[src/design/kis_pkg.sv]
// Shared types and constants for the kinematic integrator with speed clamp.
package kis_pkg;

    // Register addresses on the configuration port (byte addresses).
    localparam logic [3:0] ADDR_MAX_SPEED = 4'h0;
    localparam logic [3:0] ADDR_START_X   = 4'h4;
    localparam logic [3:0] ADDR_START_Y   = 4'h8;

    localparam logic [30:0] MAX_SPEED_RESET = 31'd6553600;

    // Number of steps of the bit-serial square root and divider.
    localparam int unsigned ITER_STEPS = 32;

    // Input kind codes.
    localparam logic KIND_STEP    = 1'b0;
    localparam logic KIND_RESTART = 1'b1;

    // Axis indexes of the three integrated quantities.
    localparam logic [1:0] AXIS_X   = 2'd0;
    localparam logic [1:0] AXIS_Y   = 2'd1;
    localparam logic [1:0] AXIS_ANG = 2'd2;

    // Datapath operations issued by the controller.
    typedef enum logic [3:0] {
        OP_NONE,
        OP_LOAD,
        OP_DT2,
        OP_DRIFT,
        OP_DV,
        OP_ACC,
        OP_UPDATE,
        OP_SQX,
        OP_SQY,
        OP_LIM,
        OP_TEST,
        OP_SQRT_INIT,
        OP_SQRT_STEP,
        OP_DIV_MUL,
        OP_DIV_LOAD,
        OP_DIV_STEP
    } kis_op_t;

    typedef struct packed {
        kis_op_t    op;
        logic [1:0] axis;
        logic       comp;
        logic       store;
        logic       publish;
    } kis_cmd_t;

    typedef struct packed {
        logic need_clamp;
    } kis_sts_t;

    // Saturate a 36-bit signed sum to the signed 32-bit range.
    function automatic logic [31:0] sat32(input logic signed [35:0] x);
        logic [31:0] r;
        if (x > 36'sh0_7FFF_FFFF)
            r = 32'h7FFF_FFFF;
        else if (x < -36'sh0_8000_0000)
            r = 32'h8000_0000;
        else
            r = x[31:0];
        return r;
    endfunction

    // True when a 36-bit signed sum lies outside the signed 32-bit range.
    function automatic logic ovf32(input logic signed [35:0] x);
        return (x > 36'sh0_7FFF_FFFF) || (x < -36'sh0_8000_0000);
    endfunction

endpackage

[src/design/kis_ctrl.sv]
// Controller state machine that sequences the integrator datapath.
module kis_ctrl (
    input  logic              clk,
    input  logic              rst_n,
    input  logic              in_valid,
    input  logic              in_kind,
    output logic              in_ready,
    output logic              out_valid,
    input  logic              out_ready,
    input  kis_pkg::kis_sts_t sts,
    output kis_pkg::kis_cmd_t cmd
);
    import kis_pkg::*;

    typedef enum logic [4:0] {
        S_IDLE,
        S_DT2,
        S_DRIFT,
        S_DV,
        S_ACC,
        S_UPD,
        S_SQX,
        S_SQY,
        S_LIM,
        S_TEST,
        S_CHK,
        S_SQI,
        S_SQS,
        S_DMUL,
        S_DLD,
        S_DSTEP,
        S_DST,
        S_DONE
    } state_t;

    state_t     state_reg, state_next;
    logic [1:0] axis_reg, axis_next;
    logic       comp_reg, comp_next;
    logic [4:0] cnt_reg, cnt_next;
    logic       out_valid_reg, out_valid_next;
    logic       accept;
    logic       can_publish;

    assign in_ready    = (state_reg == S_IDLE);
    assign accept      = in_valid && in_ready;
    assign out_valid   = out_valid_reg;
    assign can_publish = !out_valid_reg || out_ready;

    // Next state and command decode.
    always_comb
    begin
        state_next     = state_reg;
        axis_next      = axis_reg;
        comp_next      = comp_reg;
        cnt_next       = cnt_reg;
        out_valid_next = out_valid_reg;
        cmd            = '{op: OP_NONE, axis: axis_reg, comp: comp_reg,
                           store: 1'b0, publish: 1'b0};
        if (out_valid_reg && out_ready)
        begin
            out_valid_next = 1'b0;
        end
        unique case (state_reg)
            S_IDLE:
            begin
                if (accept)
                begin
                    cmd.op     = OP_LOAD;
                    axis_next  = AXIS_X;
                    comp_next  = 1'b0;
                    state_next = (in_kind == KIND_RESTART) ? S_DONE : S_DT2;
                end
            end
            S_DT2:
            begin
                cmd.op     = OP_DT2;
                state_next = S_DRIFT;
            end
            S_DRIFT:
            begin
                cmd.op     = OP_DRIFT;
                state_next = S_DV;
            end
            S_DV:
            begin
                cmd.op     = OP_DV;
                state_next = S_ACC;
            end
            S_ACC:
            begin
                cmd.op     = OP_ACC;
                state_next = S_UPD;
            end
            S_UPD:
            begin
                cmd.op = OP_UPDATE;
                if (axis_reg == AXIS_ANG)
                begin
                    state_next = S_SQX;
                end
                else
                begin
                    axis_next  = axis_reg + 2'd1;
                    state_next = S_DRIFT;
                end
            end
            S_SQX:
            begin
                cmd.op     = OP_SQX;
                state_next = S_SQY;
            end
            S_SQY:
            begin
                cmd.op     = OP_SQY;
                state_next = S_LIM;
            end
            S_LIM:
            begin
                cmd.op     = OP_LIM;
                state_next = S_TEST;
            end
            S_TEST:
            begin
                cmd.op     = OP_TEST;
                state_next = S_CHK;
            end
            S_CHK:
            begin
                state_next = sts.need_clamp ? S_SQI : S_DONE;
            end
            S_SQI:
            begin
                cmd.op     = OP_SQRT_INIT;
                cnt_next   = '0;
                state_next = S_SQS;
            end
            S_SQS:
            begin
                cmd.op   = OP_SQRT_STEP;
                cnt_next = cnt_reg + 5'd1;
                if (cnt_reg == 5'(ITER_STEPS - 1))
                begin
                    state_next = S_DMUL;
                end
            end
            S_DMUL:
            begin
                cmd.op     = OP_DIV_MUL;
                state_next = S_DLD;
            end
            S_DLD:
            begin
                cmd.op     = OP_DIV_LOAD;
                cnt_next   = '0;
                state_next = S_DSTEP;
            end
            S_DSTEP:
            begin
                cmd.op   = OP_DIV_STEP;
                cnt_next = cnt_reg + 5'd1;
                if (cnt_reg == 5'(ITER_STEPS - 1))
                begin
                    state_next = S_DST;
                end
            end
            S_DST:
            begin
                cmd.store = 1'b1;
                if (comp_reg)
                begin
                    state_next = S_DONE;
                end
                else
                begin
                    comp_next  = 1'b1;
                    state_next = S_DMUL;
                end
            end
            S_DONE:
            begin
                if (can_publish)
                begin
                    cmd.publish    = 1'b1;
                    out_valid_next = 1'b1;
                    state_next     = S_IDLE;
                end
            end
            default:
            begin
                state_next = S_IDLE;
            end
        endcase
    end

    // State and registered outputs.
    always_ff @(posedge clk or negedge rst_n)
    begin
        if (!rst_n)
        begin
            state_reg     <= S_IDLE;
            axis_reg      <= AXIS_X;
            comp_reg      <= 1'b0;
            cnt_reg       <= '0;
            out_valid_reg <= 1'b0;
        end
        else
        begin
            state_reg     <= state_next;
            axis_reg      <= axis_next;
            comp_reg      <= comp_next;
            cnt_reg       <= cnt_next;
            out_valid_reg <= out_valid_next;
        end
    end

    // A publish always leaves a valid result behind.
    assert property (@(posedge clk) disable iff (!rst_n)
        cmd.publish |=> out_valid_reg)
        else $error("result not presented after publish");

    // An accepted item always starts work.
    assert property (@(posedge clk) disable iff (!rst_n)
        accept |=> state_reg != S_IDLE)
        else $error("accepted item did not start");

    // The axis counter never leaves its three axes.
    assert property (@(posedge clk) disable iff (!rst_n)
        axis_reg != 2'd3)
        else $error("axis counter out of range");

endmodule

[config.mk]
export PLATFORM = sky130hd
export DESIGN_NAME = kis_ctrl
export DESIGN_NICKNAME = d
export VERILOG_FILES = /design/src/design/kis_pkg.sv /design/src/design/kis_ctrl.sv
export SDC_FILE = /design/constraint.sdc
export NUM_CORES = 1
export LEC_CHECK = 0
export ABC_AREA = 1
export BUFFER_PORTS_ARGS = -buffer_cell sky130_fd_sc_hd__buf_2
export CELL_PAD_IN_SITES_DETAIL_PLACEMENT = 1
export CELL_PAD_IN_SITES_GLOBAL_PLACEMENT = 2
export CORE_MARGIN = 2
export CORE_UTILIZATION = 32
export DETAILED_ROUTE_END_ITERATION = 7
export PLACE_DENSITY_LB_ADDON = 0.1
export SKIP_CTS_REPAIR_TIMING = 1
export SYNTH_ARGS = -nofsm -noshare
export SYNTH_HDL_FRONTEND = slang
export SYNTH_SLANG_ARGS = --single-unit
[constraint.sdc]
create_clock -name clk -period 2.05 [get_ports clk]
set_input_delay 0.41 -clock clk [delete_from_list [all_inputs] [get_ports clk]]
set_output_delay 0.41 -clock clk [all_outputs]
set_load 0.1 [all_outputs]
==> flow_summary.ini <==
[critical_path]
path_cells = buf_12 > nor2_4 > nand2_2 > o21a_1 > o2111ai_2 > buf_12
crit_arrival_ps = 1590
crit_path_max_fanout = 7
crit_family = flip-flops
required_ps = 1640
reg2regPathDepth = 9
cp_slowest_stage_delay_ps = 460
critical_path_depth = 6
cp_num_buf_inv = 2
critPathKind = register to output pin
start_kind = register
end_kind = output pin
crit_top_cell = buf_12
crit_slowest_cell = dfrtp_2

[grt]
antenna_found_initial = 0
overflow = 0
grt_pass1_wl_um = 4660
grt_pass1_vias = 1040
grt_use_total_pct = 17.4
grt_max_degree = 15

[clock_network]
clock_latency_ps = 280
cts_tree = built
numCtsBuffers = 3
cts_buffer_depth = 2
root_buffer = clkbuf_4
htreeDepth = 1
numClockSinks = 14
clk_pin_slew_ps = 90

[sta]
finalHoldViolations = 0
fmax_mhz = 499
post-route-min-period_ps = 2000
fin_skew_ps = 7.67
maxSlewViolCount = 0
worst_slew_pin_slew_ps = 484
rsz0062_at_grt = true
setup_viol = 0
slew_headroom_pct = 68.0
period_share_pct = 97.7
layout_setup_ws_ps = 47.8

[floorplanning]
die_w_um = 60.0
ios = 17
die_y_um = 60.0
rows = 20
start_util_pct = 33.2
coreArea_sq_um = 3030
fp.dieArea_sq_um = 3600

[drt]
num_vias = 1036
routedWlPerCell_um = 14.1
drtIter0Drc = 13
wl_um = 3030
drc = 0
drt-pass1-iter-count = 4
via_per_inst = 4.82
antenna_left = 0

[cells_and_area]
drive_above_1_share_pct = 36.3
syn_to_final_growth_pct = 37.6
nets = 182
n_antenna_cell = 0
fillers = 395

[synthesis]
synth-async-reset-ratio_pct = 100
syn_inst = 147
yosysSeqAreaShare_pct = 34.9
synth_edf_count = 0
yosys.area.top_type_share_pct = 34.9
yosys.area.top_type = dfrtp_1
syn_nets = 156
synth_area_leaders = dfrtp_1, nand2_1, nor2_1
ys_warn_count = 0
syn_avg_cell_area_sq_um = 6.83
yosys.cell_types.count = 24
ys_ff_latch = 14
netlist_area_sq_um = 1000
synth-main-ff-cell = dfrtp_1

[run]
cap_violations = 0

[run_status]
outcome = complete, no violations

[placement]
gp_congestion = 0.799
port_buffers = 16
hpwl_um = 2380
place_ws_ps = 215

[worst_hold_path]
min_path_type = input pin to asynchronous set/reset pin
[final timing paths]
check | from | end | slack, ps
max | state_reg[2]$_DFFE_PN0P_ | cmd[5] | 50
max in group asynchronous | rst_n | state_reg[4]$_DFFE_PN0P_ | 1770
min | rst_n | cnt_reg[0]$_DFFE_PN0P_ | 8
max reg2reg | state_reg[3]$_DFFE_PN0P_ | axis_reg[1]$_DFFE_PN0P_ | 560
min reg2reg | cnt_reg[4]$_DFFE_PN0P_ | cnt_reg[4]$_DFFE_PN0P_ | 490
min in group clk | out_ready | out_valid$_DFF_PN0_ | 320
[cells in the final DEF, fill, tap and decap left out]
cell type and instances:
buf_4 8, nand2_2 6, dfrtp_1 9, nor2_2 4, o21ai_0 1, o211ai_1 1, o2111ai_2 1, dfrtp_2 5
o21a_1 1, clkinv_4 1, nand2_1 45, xor2_1 1, nor2_1 11, buf_12 8, nor2_4 5, inv_4 1
a22oi_1 1, nor2_8 1, nand3_2 2, nand3_1 8, buf_2 9, nand2_4 1, o21ai_1 5, inv_1 12
a21oi_1 5, ha_1 3, clkbuf_4 3, inv_2 7, nand4_1 6
[cells by family (layout without fill, tap and decap cells)]
kind of cell               after synthesis  in the layout  synth area share (%)
AOI/OAI and AO/OA                       15             15                  8.59
xor gates and xnor gates                 1              1                 0.872
adders and majority gates                3              3                  3.74
buffers and inverters                   25             49                  10.6
DFF                                     14             14                  34.9
and+or+nand+nor                         89             89                  41.3
[Yosys cell counts (2+ instances only)]
cell type,n
a21oi_1,5
buf_4,3
dfrtp_1,14
ha_1,3
inv_1,12
inv_2,9
nand2_1,49
nand2_2,2
nand3_1,8
nand3_2,2
nand4_1,6
nor2_1,16
nor2_2,3
o21ai_1,5
[metrics by stage]
stage	setup TNS (ps)	cell area, sq um	hold slack [ps]	util, %	cells
floorplan	-813	1040	114	-	147
global placement	0	1260	325	41.6	205
detailed placement	0	1260	333	41.6	205
CTS	-202	1280	18.3	42.3	208
global route	-65.9	1380	11.7	45.7	215
finish	0	1380	7.52	45.7	215
[worst register-to-register path: stages (launching register included)]
cell and delay, ps:
dfrtp_2 440, buf_4 150, nor2_4 140, nand2_2 100, nor2_1 160, nand2_1 130, nand2_1 130, inv_2 50
nand2_1 50, o21ai_1 60
[metal layers]
| layer | up-vias | part of all wire [%] | global-route usage, % |
|---|---|---|---|
| li1 | 521 | - | - |
| met1 | 497 | 44 | 22.0 |
| met2 | 12 | 53 | 29.0 |
| met3 | 6 | 1.5 | 3.46 |
| met4 | 0 | 1.8 | 6.67 |
| met5 | - | 0 | 0 |
[cell type report]
type,count,area (sq um),area share [%]
inverter,21,86.3,6.24
tap,44,55.1,3.98
timing repair buffer,25,265,19.2
clock buffer,3,22.5,1.63
multi-input combinational,108,597,43.2
sequential,14,357,25.8
Power is left out: the tool's default activity adds up to more than one toggle a clock period on the data nets, which glitch-free logic cannot reach.
